===== src/rtl/core/ter_pkg.sv =====
// Shared constants, types and codes of the trace event ring recorder.
`default_nettype none
package ter_pkg;

    localparam int RING_DEPTH = 4096;
    localparam int TASK_SLOTS = 32;

    localparam int RING_AW = $clog2(RING_DEPTH);
    localparam int TBL_IW  = (TASK_SLOTS > 1) ? $clog2(TASK_SLOTS) : 1;
    localparam int TBL_CW  = $clog2(TASK_SLOTS + 1);

    typedef enum logic [1:0] {
        REQ_LOG = 2'd0,
        REQ_POP = 2'd1,
        REQ_REG = 2'd2
    } t_req_kind;

    typedef enum logic {
        ST_IDLE = 1'b0,
        ST_EXEC = 1'b1
    } t_state;

    typedef struct packed {
        logic [31:0] timestamp;
        logic [15:0] code;
        logic        core;
        logic [7:0]  prio;
        logic [31:0] tid;
        logic [31:0] aux;
    } t_rec;

    localparam int REC_W = $bits(t_rec);

    // Lookup and append commands for the task table.
    typedef struct packed {
        logic        lookup_en;
        logic [31:0] lookup_handle;
        logic        wr_en;
        logic [31:0] wr_handle;
        logic [31:0] wr_id;
    } t_tbl_req;

endpackage
`default_nettype wire


===== src/rtl/core/ter_task_table.sv =====
// Registered-task table: parallel first-match lookup and append.
`default_nettype none
module ter_task_table (
    input  wire logic              i_clk,
    input  wire logic              i_rst_n,
    input  wire ter_pkg::t_tbl_req i_req,
    output logic                   o_full,
    output logic [31:0]            o_tid
);
    import ter_pkg::*;

    logic [31:0]       r_handle [TASK_SLOTS];
    logic [31:0]       r_id     [TASK_SLOTS];
    logic [TBL_CW-1:0] r_count;
    logic [TBL_CW-1:0] n_count;
    logic [31:0]       r_tid;
    logic [31:0]       n_tid;

    assign o_full = (r_count == TBL_CW'(TASK_SLOTS));
    assign o_tid  = r_tid;

    // Walking from the top down leaves the lowest matching slot in n_tid.
    always_comb begin
        n_tid = '0;
        for (int k = TASK_SLOTS - 1; k >= 0; k--) begin
            if ((TBL_CW'(k) < r_count) && (r_handle[k] == i_req.lookup_handle)) begin
                n_tid = r_id[k];
            end
        end
    end

    assign n_count = r_count + TBL_CW'(1);

    always_ff @(posedge i_clk) begin
        if (!i_rst_n) begin
            r_count <= '0;
        end else if (i_req.wr_en && !o_full) begin
            r_count <= n_count;
        end
    end

    always_ff @(posedge i_clk) begin
        if (i_req.wr_en && !o_full) begin
            r_handle[r_count[TBL_IW-1:0]] <= i_req.wr_handle;
            r_id[r_count[TBL_IW-1:0]]     <= i_req.wr_id;
        end
        if (i_req.lookup_en) begin
            r_tid <= n_tid;
        end
    end

endmodule
`default_nettype wire


===== config.mk =====
export PLATFORM = sky130hd
export DESIGN_NAME = ter_task_table
export DESIGN_NICKNAME = d
export VERILOG_FILES = /design/src/rtl/core/ter_pkg.sv /design/src/rtl/core/ter_task_table.sv
export SDC_FILE = /design/constraint.sdc
export NUM_CORES = 2
export LEC_CHECK = 0
export BUFFER_PORTS_ARGS = -buffer_cell sky130_fd_sc_hd__buf_2
export CAP_MARGIN = 5
export CORE_MARGIN = 5
export CORE_UTILIZATION = 48
export CTS_CLUSTER_DIAMETER = 200
export CTS_CLUSTER_SIZE = 20
export DETAILED_ROUTE_END_ITERATION = 8
export GPL_TIMING_DRIVEN = 0
export HOLD_SLACK_MARGIN = 0.12
export PLACE_DENSITY_LB_ADDON = 0.1
export SKIP_LAST_GASP = 1
export SLEW_MARGIN = 20
export SYNTH_ARGS = -nofsm -noshare
export SYNTH_HDL_FRONTEND = slang
export SYNTH_SLANG_ARGS = --single-unit

===== constraint.sdc =====
create_clock -name i_clk -period 6.7 [get_ports i_clk]
set_input_delay 1.34 -clock i_clk [delete_from_list [all_inputs] [get_ports i_clk]]
set_output_delay 1.34 -clock i_clk [all_outputs]
set_load 0.05 [all_outputs]

==> metrics <==
worst setup margin -0.0731 ns; TritonCTS clock tree done; Async S/R FF share, synth 0; most frequent cells in the layout 2,080 x edfxtp_1, 665 x xor2_1, 402 x nand2_1, 362 x xnor2_1, 208 x nor2_1; failing checks negative setup slack; Placed Area between 0.09 and 0.1 mm²; Metal-1 WL between 100 and 150 mm; Finish-stage setup viols 1; met3 WL 25.0 mm; fill count 14.7k; wire per inst 33.3 µm; final hold vios 0; met2 WL around 130 mm; Layout Nets 6,119; post-route ant nets 0; CTS Hold Bufs 0; vias 51.0k; Tcrit/Tclk final 1.01; Post-Synthesis Cells 5,726; status finished with violations; core region area roughly 0.18 mm²; total grt overflow 0; All-Layer GR Usage 0.293; Die Wd about 430 µm; IO Pins roughly 130; Clock transition at path regs ~0.09 ns; starting DRC count in detailed routing roughly 6.9k; unrepaired setup endpoints after global routing false; Post-synth EDFFs about 2.1k; Synth Cell Area between 0.08 and 0.09 mm²; Yosys warnings 0; CTS root buffer clkbuf_16; final hold slack approximately 0.6 ns; Pwr Total between 20 and 25 mW; CTS Sinks roughly 2.1k; Worst EP arrival 7.21 ns; Max Fanout on Critical Path 10; Vias/cell between 6 and 7; Post CTS Setup Buffer Count 0; max-slew violations 0; Starting Density 0.483; WS Path Type input pin to flip-flop; Syn-to-layout area delta 9.78%; top achievable clock speed 148 MHz; Crit. End Element flip-flop; commonest non-fill, non-tap cell in the layout edfxtp_1; HPWL after detailed placement around 170 mm; first-pass GRT wire length approximately 380 mm; fraction of layout cells with a size suffix above 1 0.106; total wire length about 280 mm; Max Cap Viol 0; Mean Syn Cell Area about 15 µm²; largest net degree at the start of global routing 45; H-tree depth 3; Worst-Skew Late Latency around 0.78 ns; Worst-Margin Slew 1.23 ns; DP Worst Slack -0.722 ns; number of global-route vias before repair 48.6k; GP Congestion roughly 0.84; uppermost layer routed met5; Row Count 155; ys flop type edfxtp_1; Post-CTS Resized 0; Max-slew headroom 0.171; Leak Pwr 30.0 nW; register area share after synthesis 0.725; full die area ~0.19 mm²; Die H around 430 µm; DRC Markers 0; PwrDens approximately 240 mW/mm²; design area 0.0947 mm²; initial antenna violation count 23; Worst setup SP type input pin; Non-Filler Instances approximately 8.4k; Min-Delay Path Class flip-flop to flip-flop; skew final roughly 0.026 ns; Multi-input gate area approximately 0.022 mm²; Longest Clk Path Bufs 3; minimum clock period after layout around 6.8 ns; DP Cell Count between 8k and 9k; post-synthesis net count roughly 6k; FF+latch area ~0.063 mm²; VDD IR max between 200 and 250 µV; synth unique cells 62; CTS Buf Count about 110; WP data required between 7 and 8 ns; FF+latch count, synth between 2k and 2.5k; port buffer count 100; Pre-Repair DR Iteration Count 6
area by class of cell:
class                           instances  share of cell area
Tap cell                             2355              0.0311
Clock inverter                          3            0.000436
Antenna cell                            8            0.000211
Inverter                              135             0.00535
Buffer                                342              0.0195
Sequential cell                      2086               0.661
Multi-Input combinational cell       3163               0.229
Timing Repair Buffer                  173              0.0229
Clock buffer                          138              0.0315
state kept, by name (all words and copies together), names as in the netlist:
| name | count |
|---|---|
| r_handle | 1024 |
| o_tid | 32 |
| r_count | 6 |
| r_id | 1024 |
report_power, final:
part / internal, mW / total, mW / switching, mW
registers: 14.4 / 14.4 / 0.0242
clock network: 3.12 / 7.24 / 4.12
logic: 0.273 / 1.17 / 0.894
total: 17.8 / 22.9 / 5.04
per-layer routing:
metal  up-vias  track usage
met4         2       0.0937
met3       415       0.0464
met2      2569        0.469
met5         -            0
li1      21800            -
met1     26200        0.416
cells in the mapped netlist (all sizes together) (3+ instances only):
library cell | instances | share of area
edfxtp | 2080 | 0.72
xor2 | 665 | 0.067
nand2 | 402 | 0.017
xnor2 | 362 | 0.037
o21ai | 227 | 0.013
nor2 | 224 | 0.0098
buf | 210 | 0.016
a21oi | 202 | 0.012
nor4 | 180 | 0.013
inv | 135 | 0.0059
clkbuf | 132 | 0.0057
nand4 | 122 | 0.0088
o22ai | 95 | 0.0069
nor3 | 81 | 0.0049
o211ai | 65 | 0.0057
nand3 | 62 | 0.0037
o2111ai | 35 | 0.0036
o21a | 35 | 0.0030
nor2b | 34 | 0.0025
a211oi | 33 | 0.0029
a21o | 32 | 0.0028
mux2i | 32 | 0.0037
nor4b | 32 | 0.0054
o221a | 32 | 0.0042
o221ai | 32 | 0.0032
o31ai | 32 | 0.0028
a22oi | 31 | 0.0042
a31oi | 31 | 0.0022
and2 | 16 | 0.0012
and3 | 14 | 0.0010
nand2b | 8 | 0.00058
or4 | 8 | 0.00070
a2111oi | 7 | 0.00093
dfxtp | 6 | 0.0014
or3 | 5 | 0.00036
ha | 4 | 0.00058
nor3b | 3 | 0.00026
nor4bb | 3 | 0.00035
cells by family (layout without fill, tap and decap cells):
kind of cell    Yosys count  count (layout)  synth area share
other cells               0               8                 0
fa+ha+maj                 4               4          0.000580
compound gates          897             897            0.0681
xor+xnor               1027            1027             0.104
simple gates           1203            1203            0.0711
flops                  2086            2086             0.725
buf+inv                 477             791            0.0272
mux                      32              32           0.00371
worst max-delay path, stage by stage:
cell and delay, ns:
buf_2 0.25, buf_4 0.38, buf_4 0.39, xnor2_1 0.16, nand4_1 0.09, a2111oi_0 0.82, nand4_1 0.39, nor3_2 0.80
clkbuf_1 0.58, clkbuf_1 0.64, o211ai_1 0.38, nor4b_2 0.61, o22ai_1 0.33
metrics by stage:
stage	TNS [ns]	utilization
floorplan	0	-
global placement	-797.16	0.502
detailed placement	-11.86	0.513
CTS	0	0.530
global route	0	0.530
finish	-0.0731	0.530
worst paths after layout:
| check | startpoint | cells after the start | slack (ns) | to |
|---|---|---|---|---|
| hold / removal | r_count[1]$_SDFFE_PN0P_ | 2 | 0.60 | r_count[1]$_SDFFE_PN0P_ |
| hold reg to reg | r_count[1]$_SDFFE_PN0P_ | 2 | 0.60 | r_count[1]$_SDFFE_PN0P_ |
| setup / recovery | i_req[79] | 13 | -0.07 | o_tid[22]$_DFFE_PP_ |
| setup reg to reg | r_count[1]$_SDFFE_PN0P_ | 12 | 0.24 | o_tid[22]$_DFFE_PP_ |
Power figures use the tool's default switching activity.
