## config.mk

```make
export PLATFORM = sky130hd
export DESIGN_NAME = ter_ram
export DESIGN_NICKNAME = d
export VERILOG_FILES = /design/src/rtl/core/ter_ram.sv
export SDC_FILE = /design/constraint.sdc
export NUM_CORES = 1
export LEC_CHECK = 0
export BUFFER_PORTS_ARGS = -buffer_cell sky130_fd_sc_hd__buf_2
export CORE_MARGIN = 2
export CORE_UTILIZATION = 60
export DETAILED_ROUTE_END_ITERATION = 7
export PLACE_DENSITY = 0.81
export SYNTH_ARGS = -nofsm -noshare
export SYNTH_HDL_FRONTEND = slang
export SYNTH_SLANG_ARGS = --single-unit
```

## constraint.sdc

```tcl
create_clock -name i_clk -period 3.05 [get_ports i_clk]
set_clock_uncertainty 0.15 [all_clocks]
set_input_delay 0.305 -clock i_clk [delete_from_list [all_inputs] [get_ports i_clk]]
set_output_delay 0.305 -clock i_clk [all_outputs]
set_load 0.01 [all_outputs]
```

## src/rtl/core/ter_ram.sv

```systemverilog
// Generic simple dual-port RAM with one write port and a registered read port.
`default_nettype none
module ter_ram #(
    parameter int WIDTH = 8,
    parameter int DEPTH = 16
) (
    input  wire logic                     i_clk,
    input  wire logic                     i_wr_en,
    input  wire logic [$clog2(DEPTH)-1:0] i_wr_addr,
    input  wire logic [WIDTH-1:0]         i_wr_data,
    input  wire logic                     i_rd_en,
    input  wire logic [$clog2(DEPTH)-1:0] i_rd_addr,
    output logic      [WIDTH-1:0]         o_rd_data
);

    logic [WIDTH-1:0] r_mem [DEPTH];

    always_ff @(posedge i_clk) begin
        if (i_wr_en) begin
            r_mem[i_wr_addr] <= i_wr_data;
        end
        if (i_rd_en) begin
            o_rd_data <= r_mem[i_rd_addr];
        end
    end

endmodule
`default_nettype wire

```

==> impl_metrics.py, run 1 <==
metrics = {
    "finish": {
        "final_nets": 295,
        "multi_input_area_um2": 1060,
        "final_cells": 397,
        "num_antenna_cells": 0,
        "nFillCells": 484,
        "mostFrequentLayoutCells": "edfxtp_1 (136), buf_2 (26), mux4_2 (18), a22oi_1 (16), clkbuf_16 (16)",
        "seq_area_um2": 4080,
        "layout.cells.most_common": "edfxtp_1",
        "area_delta_synth_final_pct": 16.3,
        "drive_gt1_frac": 0.294,
    },
    "setup_path": {
        "r2r_slack_ps": 1400,
        "cp-end-kind": "flip-flop",
        "worstPathArrival_ps": 1910,
        "cp_max_fo": 18,
        "cp-start-kind": "primary input",
        "path_class": "in2reg",
        "cp.required_ps": 3170,
    },
    "route": {
        "drt_iter0_drc": 346,
        "ant_nets": 0,
        "vias": 2499,
        "wirelength_um": 10300,
        "drc": 0,
        "drt_first_pass_iters": 4,
        "dr_wl_met3_um": 951,
        "dr_wl_met2_um": 5150,
        "wl_per_cell_um": 25.9,
        "wl_met1_um": 4060,
        "avgViaCountPerCell": 6.29,
        "top_layer": "met4",
    },
    "sta": {
        "finalCritPeriodShare": 0.588,
        "finalMaxSlewViolations": 0,
        "rsz0062_at_grt": "false",
        "setup_violations": 0,
        "hold_viol_final": 0,
        "fmax_mhz": 557,
        "worst_pin_slew_ps": 936,
        "fin_setup_tns_ps": 0,
        "slew_headroom": 0.373,
        "fin_crit_ps": 1790,
    },
    "run_status": {
        "outcome": "finished, final reports clean",
    },
    "synth": {
        "yosys_register_bits": 136,
        "ys_seq_area_frac": 0.781,
        "syn_area_per_cell_um2": 22.8,
        "synth.distinct_cells": 18,
        "synth.area.top_cells": "edfxtp_1 (78%), mux4_2 (7.8%), mux4_1 (7.0%)",
        "synth_top_area_cell": "edfxtp_1",
        "yosysTopAreaCellShare": 0.781,
        "synth.net_count": 248,
        "synth_warnings": 0,
        "synth_cells": 229,
        "synth_area_um2": 5230,
    },
    "floorplan": {
        "core_area_um2": 8590,
        "ios": 27,
        "die_h_um": 97.3,
        "start_util": 0.608,
        "rows": 34,
        "dieArea_um2": 9480,
        "fp.dieW_um": 97.3,
    },
    "clock_network": {
        "clkTransAtPathRegs_ps": 60,
        "cts_max_level": 4,
        "cts.sinks": 136,
        "clock_latency_ps": 520,
        "cts_tree": "built",
        "numCtsBuffers": 17,
        "root_buffer": "clkbuf_8",
        "ctsResizeCount": 0,
        "clockBufferDepth": 2,
    },
    "placement": {
        "port_buffers": 26,
        "dp_hpwl_um": 6030,
        "dp.cells": 364,
        "gpl.final_weighted_congestion": 0.707,
    },
    "global_route": {
        "antenna_found_initial": 0,
        "grt_max_degree": 24,
        "grt_pass1_wl_um": 15800,
        "grt_util_all_layers": 0.240,
        "grt_overflow": 0,
        "grt_pass1_vias": 2602,
    },
    "min_path": {
        "hp-class": "in2reg",
    },
    "flow_run": {
        "drv_cap": 0,
    },
    "power": {
        "power.density_nw_per_um2": 698,
        "ir_drop_mv": 0.436,
        "p_leak_nw": 2.04,
    },
}
path summary, 6_finish.rpt:
check	end	start	depth (start not counted)
hold reg to reg	o_rd_data[4]	r_mem[8][4]	3
hold / removal	r_mem[6][0]	i_wr_data[0]	1
setup / recovery	o_rd_data[1]	i_rd_addr[0]	5
setup reg to reg	o_rd_data[2]	r_mem[6][2]	3
worst max-delay path, cell delays in order:
cell	delay (ps)
buf_2	470
buf_4	270
mux4_1	580
a22oi_1	200
nand2_1	80
routing by layer:
metal  track usage  vias to the layer above
li1              -                     1082
met3        0.0885                       13
met1         0.326                     1276
met5             0                        -
met4        0.0801                        0
met2         0.370                      128
cell families (layout without fill, tap and decap cells):
kind of cell           after synthesis  after routing  synth area share
muxes                               32             32             0.148
DFF                                136            136             0.781
and+or+nand+nor                     35             35            0.0314
AOI/OAI and AO/OA                   16             16            0.0230
buffers and inverters               10             70            0.0165
flip-flops by register name, summed over array words and instances, names as in the netlist:
register / count
r_mem: 128
o_rd_data: 8
cell usage after synthesis:
library cell / instances
nand2_1: 9
mux4_1: 14
nor2b_1: 1
and2_1: 1
buf_6: 3
mux4_2: 18
edfxtp_1: 136
buf_2: 3
a22oi_1: 16
buf_4: 1
nor3_1: 4
clkdlybuf4s25_2: 3
nand2b_1: 2
nor2_1: 13
nand3_1: 1
nand3b_1: 2
and2b_1: 1
or3b_2: 1
timing repair:
item	4_1_cts	5_1_grt
setup buffers	0	0
hold buffers	1	0
endpoints found under the hold margin	8	0
stage by stage:
step	hold slack [ps]	area, um2	util	power [mW]	worst slack (ps)
after floorplan	254	5230	-	2.26	1100
final	23.5	6080	0.707	4.25	1260
after detailed placement	532	5500	0.640	2.35	734
after global routing	3.53	6080	0.707	4.38	1180
after CTS	0.332	6080	0.707	4.27	1260
after global placement	527	5500	0.640	2.34	739
report_power, final:
group          leakage (nW)  total, mW  internal [mW]  switching (mW)
registers              1.24       2.12           2.11          0.0137
logic                 0.539      0.190         0.0797           0.110
clock network         0.264       1.93           1.17           0.764
cell type report:
type | instances | share of cell area
flip-flops and latches | 136 | 0.672
well taps | 108 | 0.0222
clock inverters | 13 | 0.0241
clock buffers | 19 | 0.0694
repair buffers | 38 | 0.0387
multi-input cells | 83 | 0.174
Power figures use the tool's default switching activity.
==> run 2: changes to the inputs <==
ABC_AREA = 1   (was unset)
CORE_UTILIZATION = 55   (was 60)
PLACE_DENSITY = 0.78   (was 0.81)
clock period = 1.5 ns   (was 3.05 ns; I/O delays follow)
==> impl_metrics.py, run 2 <==
metrics = {
    "clock_network": {
        "cts_tree": "built",
        "cts_setup_buffers": 0,
        "clock_latency_ps": 540,
        "clkTransAtPathRegs_ps": 60,
        "cts.sinks": 136,
        "clockBufferDepth": 2,
        "root_buffer": "clkbuf_8",
        "cts_max_level": 4,
        "numCtsBuffers": 17,
    },
    "setup_path": {
        "r2r_start": "r_mem[7][0]",
        "crit_start": "o_rd_data[1]",
        "worstPathArrival_ps": 1120,
        "cp_slowest_cell": "edfxtp_1",
        "slowest_delay_ps": 430,
        "crit_chain": "buf_2",
        "cp.required_ps": 1200,
        "cp_max_fo": 1,
        "cp-end-kind": "output pin",
        "path_class": "reg2out",
        "cp_top_family": "flip-flops",
        "cp-start-kind": "flip-flop",
        "cp_num_buf_inv": 1,
    },
    "route": {
        "drt_first_pass_iters": 6,
        "drt_iter0_drc": 407,
        "wl_per_cell_um": 17.7,
        "ant_nets": 0,
        "avgViaCountPerCell": 5.43,
        "vias": 4106,
        "wirelength_um": 13400,
        "drc": 0,
    },
    "sta": {
        "slew_headroom": 0.575,
        "finalCritPeriodShare": 0.949,
        "worst_pin_slew_ps": 637,
        "setup_violations": 0,
        "fmax_mhz": 703,
        "fin_crit_ps": 1420,
        "finalMaxSlewViolations": 0,
        "timing.final.ws_setup_ps": 76.9,
        "hold_viol_final": 0,
        "rsz0062_at_grt": "false",
    },
    "synth": {
        "ys_top_cells_by_count": "nand2_1 (173), edfxtp_1 (136), inv_1 (100), nand3_1 (97), nor2_1 (17)",
        "synth_cells": 551,
        "synth_area_um2": 5850,
        "yosysTopAreaCellShare": 0.698,
        "async_reset_ff_frac": 0,
        "synth_edf_count": 136,
        "yosys.area_share.simple": 0.208,
        "yosys_register_bits": 136,
        "yosysMostFrequentCell": "nand2_1",
        "synthMuxAreaShare": 0,
        "synth_top_family_by_area": "simple AND/OR/NAND/NOR gates",
        "synth.distinct_cells": 11,
        "synth_warnings": 0,
        "syn_area_per_cell_um2": 10.6,
        "synth_compound_area_frac": 0,
        "synth.area.top_cells": "edfxtp_1 (70%), nand2_1 (11%), nand3_1 (8.3%)",
        "synth_flop_cell": "edfxtp_1",
        "synthAdderAreaFrac": 0,
        "synthXorXnorAreaFrac": 0,
        "synth.net_count": 570,
        "ys_seq_area_frac": 0.698,
        "synth_top_area_cell": "edfxtp_1",
    },
    "min_path": {
        "worstHoldStart": "i_wr_en",
        "hp-class": "in2reg",
    },
    "global_route": {
        "antenna_found_initial": 0,
        "grt_pass1_vias": 4089,
        "grt_pass1_wl_um": 20800,
        "grt_max_degree": 43,
        "grt_util_all_layers": 0.252,
        "grt_overflow": 0,
    },
    "finish": {
        "post-route-cell-area_um2": 6940,
        "final_util": 0.673,
        "drive_gt1_frac": 0.131,
        "final_cells": 756,
        "area_delta_synth_final_pct": 18.8,
        "num_antenna_cells": 0,
        "largest_reg_flops": 128,
        "largest-register": "r_mem",
        "mostFrequentLayoutCells": "nand2_1 (173), edfxtp_1 (136), inv_1 (100), nand3_1 (97), buf_2 (26)",
        "layout.cells.most_common": "nand2_1",
        "top_regs": "r_mem x128, o_rd_data x8",
        "final_nets": 626,
    },
    "placement": {
        "dp.cells": 713,
        "dpl_cell_area_um2": 6210,
        "dp_hpwl_um": 8160,
        "gpl.final_weighted_congestion": 0.817,
        "preCtsSetupSlack_ps": -17.2,
        "port_buffers": 26,
    },
    "power": {
        "ir_drop_mv": 0.830,
        "total_power_mw": 9.23,
        "power.density_nw_per_um2": 1330,
        "p_leak_nw": 3.02,
    },
    "floorplan": {
        "dieArea_um2": 11500,
        "fp.dieW_um": 107,
        "start_util": 0.566,
        "die_h_um": 107,
        "rows": 37,
        "ios": 27,
        "core_area_um2": 10300,
    },
    "run_status": {
        "outcome": "finished, final reports clean",
    },
    "flow_run": {
        "drv_cap": 0,
    },
}
==> run 2: stage by stage <==
step           setup TNS [ps]  hold slack [ps]
2_1_floorplan               0             98.9
3_3_place_gp            -2.75              361
3_5_place_dp            -51.6              363
4_1_cts                     0             90.5
5_1_grt                     0              118
6_report                    0              114
==> run 2: tightest hold or removal path, delay by kind of cell <==
| family | cells | cell delay (ps) |
|---|---|---|
| and+or+nand+nor | 2 | 220 |
| buffers and inverters | 2 | 290 |
==> run 2: final cells by class <==
cell class                 instances  area, um2
clock buffer                      18        418
clock inverter                    14        205
fill                             728       3380
inverter                         102        383
multi-input combinational        289       1210
sequential                       136       4080
tap                              136        170
timing repair buffer              61        470
==> run 2: power by group <==
group          switching (mW)  internal (mW)  total, mW
logic                   0.381          0.182      0.563
clock network            1.51           2.85       4.36
registers              0.0247           4.28       4.31
total                    1.92           7.31       9.23
==> run 2: path summary, 6_finish.rpt <==
check	slack [ps]	cells after the start	endpoint
worst max-delay path	80	1	o_rd_data[1]
worst min-delay path	110	4	r_mem[2][0]
worst max register to register	140	6	o_rd_data[0]
worst min register to register	580	6	o_rd_data[2]
==> run 2: metal layers <==
metal | routed length (um) | global-route usage | vias up
li1 | - | - | 1903
met3 | 1030 | 0.0565 | 34
met2 | 6960 | 0.429 | 186
met5 | 0 | 0 | -
met4 | 463 | 0.137 | 0
met1 | 4920 | 0.296 | 1983
==> run 2: cell families after synthesis <==
kind of cell,Yosys count
buffers and inverters,126
DFF,136
and+or+nand+nor,289
==> run 2: repair_timing <==
item                                   CTS  global route
hold buffers                            11             0
resized for setup                        0             0
endpoints found under the hold margin  141             0
==> run 3: changes to the inputs <==
HOLD_SLACK_MARGIN = 0.15   (was unset)
==> impl_metrics.py, run 3 (synthesis results as in run 2) <==
metrics = {
    "finish": {
        "final_cells": 761,
        "post-route-cell-area_um2": 6990,
        "area_delta_synth_final_pct": 19.6,
        "largest_reg_flops": 128,
        "nFillCells": 719,
        "final_nets": 631,
        "mostFrequentLayoutCells": "nand2_1 (173), edfxtp_1 (136), inv_1 (100), nand3_1 (97), buf_2 (26)",
        "drive_gt1_frac": 0.130,
        "num_antenna_cells": 0,
        "top_regs": "r_mem x128, o_rd_data x8",
        "final_util": 0.677,
        "largest-register": "r_mem",
        "layout.cells.most_common": "nand2_1",
    },
    "setup_path": {
        "crit_cells": 1,
        "cp_num_buf_inv": 1,
        "cp.required_ps": 1200,
        "r2r-end": "o_rd_data[0]",
        "slowest_delay_ps": 420,
        "r2r_slack_ps": 150,
        "cp-start-kind": "flip-flop",
        "cp_slowest_cell": "edfxtp_1",
        "cp_top_family": "flip-flops",
        "cp_max_fo": 1,
        "path_class": "reg2out",
        "cp-end-kind": "output pin",
        "r2r_start": "r_mem[5][0]",
        "worstPathArrival_ps": 1120,
        "crit_chain": "buf_2",
        "r2r_cells": 6,
    },
    "run_status": {
        "outcome": "finished, final reports clean",
    },
    "global_route": {
        "grt_util_all_layers": 0.253,
        "grt_max_degree": 43,
        "antenna_found_initial": 0,
        "grt_overflow": 0,
        "grt_pass1_vias": 4131,
        "grt_pass1_wl_um": 20900,
    },
    "floorplan": {
        "fp.dieW_um": 107,
        "dieArea_um2": 11500,
        "core_area_um2": 10300,
        "rows": 37,
        "die_h_um": 107,
        "start_util": 0.566,
        "ios": 27,
    },
    "clock_network": {
        "clkTransAtPathRegs_ps": 60,
        "cts.sinks": 136,
        "cts_max_level": 4,
        "clockBufferDepth": 2,
        "clock_latency_ps": 540,
        "numCtsBuffers": 17,
        "cts_tree": "built",
        "root_buffer": "clkbuf_8",
    },
    "route": {
        "drt_first_pass_iters": 5,
        "ant_nets": 0,
        "drt_iter0_drc": 412,
        "avgViaCountPerCell": 5.40,
        "wl_per_cell_um": 17.7,
        "vias": 4109,
        "drc": 0,
        "wirelength_um": 13400,
    },
    "sta": {
        "setup_violations": 0,
        "finalCritPeriodShare": 0.944,
        "worst_pin_slew_ps": 638,
        "slew_headroom": 0.574,
        "fmax_mhz": 706,
        "rsz0062_at_grt": "false",
        "finalMaxSlewViolations": 0,
        "timing.final.ws_setup_ps": 83.4,
        "hold_viol_final": 0,
        "fin_crit_ps": 1420,
        "fin_setup_tns_ps": 0,
        "fin_hold_ws_ps": 221,
    },
    "flow_run": {
        "drv_cap": 0,
    },
    "placement": {
        "dp.cells": 713,
        "gpl.final_weighted_congestion": 0.817,
        "port_buffers": 26,
        "dp_hpwl_um": 8160,
        "dpl_cell_area_um2": 6210,
        "preCtsSetupSlack_ps": -17.2,
    },
    "min_path": {
        "hold_end": "o_rd_data[6]",
        "worstHoldStart": "i_rd_addr[0]",
        "whs_path_depth": 7,
        "hp-class": "in2reg",
    },
    "power": {
        "total_power_mw": 9.23,
        "ir_drop_mv": 0.822,
        "power.density_nw_per_um2": 1320,
        "p_leak_nw": 3.04,
    },
}
run 3: cell types whose count changed in the layout (fill, tap and decap cells not counted):
cell,before,now
dlygate4sd3_1,11,16
run 3: tightest hold or removal path, delay by kind of cell:
family,cells,cell delay [ps]
buffers and inverters,2,240
and+or+nand+nor,5,410
run 3: final cells by class:
cell class / instances / area (um2) / share of cell area
clock buffer: 18 / 418 / 0.0597
inverter: 102 / 383 / 0.0547
sequential: 136 / 4080 / 0.584
clock inverter: 14 / 205 / 0.0293
tap: 136 / 170 / 0.0243
timing repair buffer: 66 / 520 / 0.0744
multi-input combinational: 289 / 1210 / 0.174
run 3: worst max path at each step:
stage                 start           end  slack [ps]
2_1_floorplan  i_wr_addr[2]  r_mem[10][0]         250
3_3_place_gp   i_rd_addr[1]  o_rd_data[0]          -3
3_5_place_dp   i_rd_addr[1]  o_rd_data[0]         -20
4_1_cts        o_rd_data[1]  o_rd_data[1]          60
5_1_grt        o_rd_data[1]  o_rd_data[1]          50
6_report       o_rd_data[1]  o_rd_data[1]          80
run 3: power by group:
| part | leakage (nW) | switching, mW | internal, mW |
|---|---|---|---|
| clock network | 0.300 | 1.50 | 2.85 |
| logic | 1.50 | 0.384 | 0.191 |
| registers | 1.24 | 0.0244 | 4.28 |
run 3: timing repair:
item                      4_1_cts  5_1_grt
buffers inserted                0        0
hold endpoints to repair      215        0
hold buffers                   16        0
resized for setup               0        0
run 3: layer usage:
metal,global-route usage,wire [um],vias to the layer above
li1,-,-,1907
met1,0.295,4820,1964
met5,0,0,-
met3,0.0565,1140,36
met4,0.137,429,0
met2,0.435,7050,202
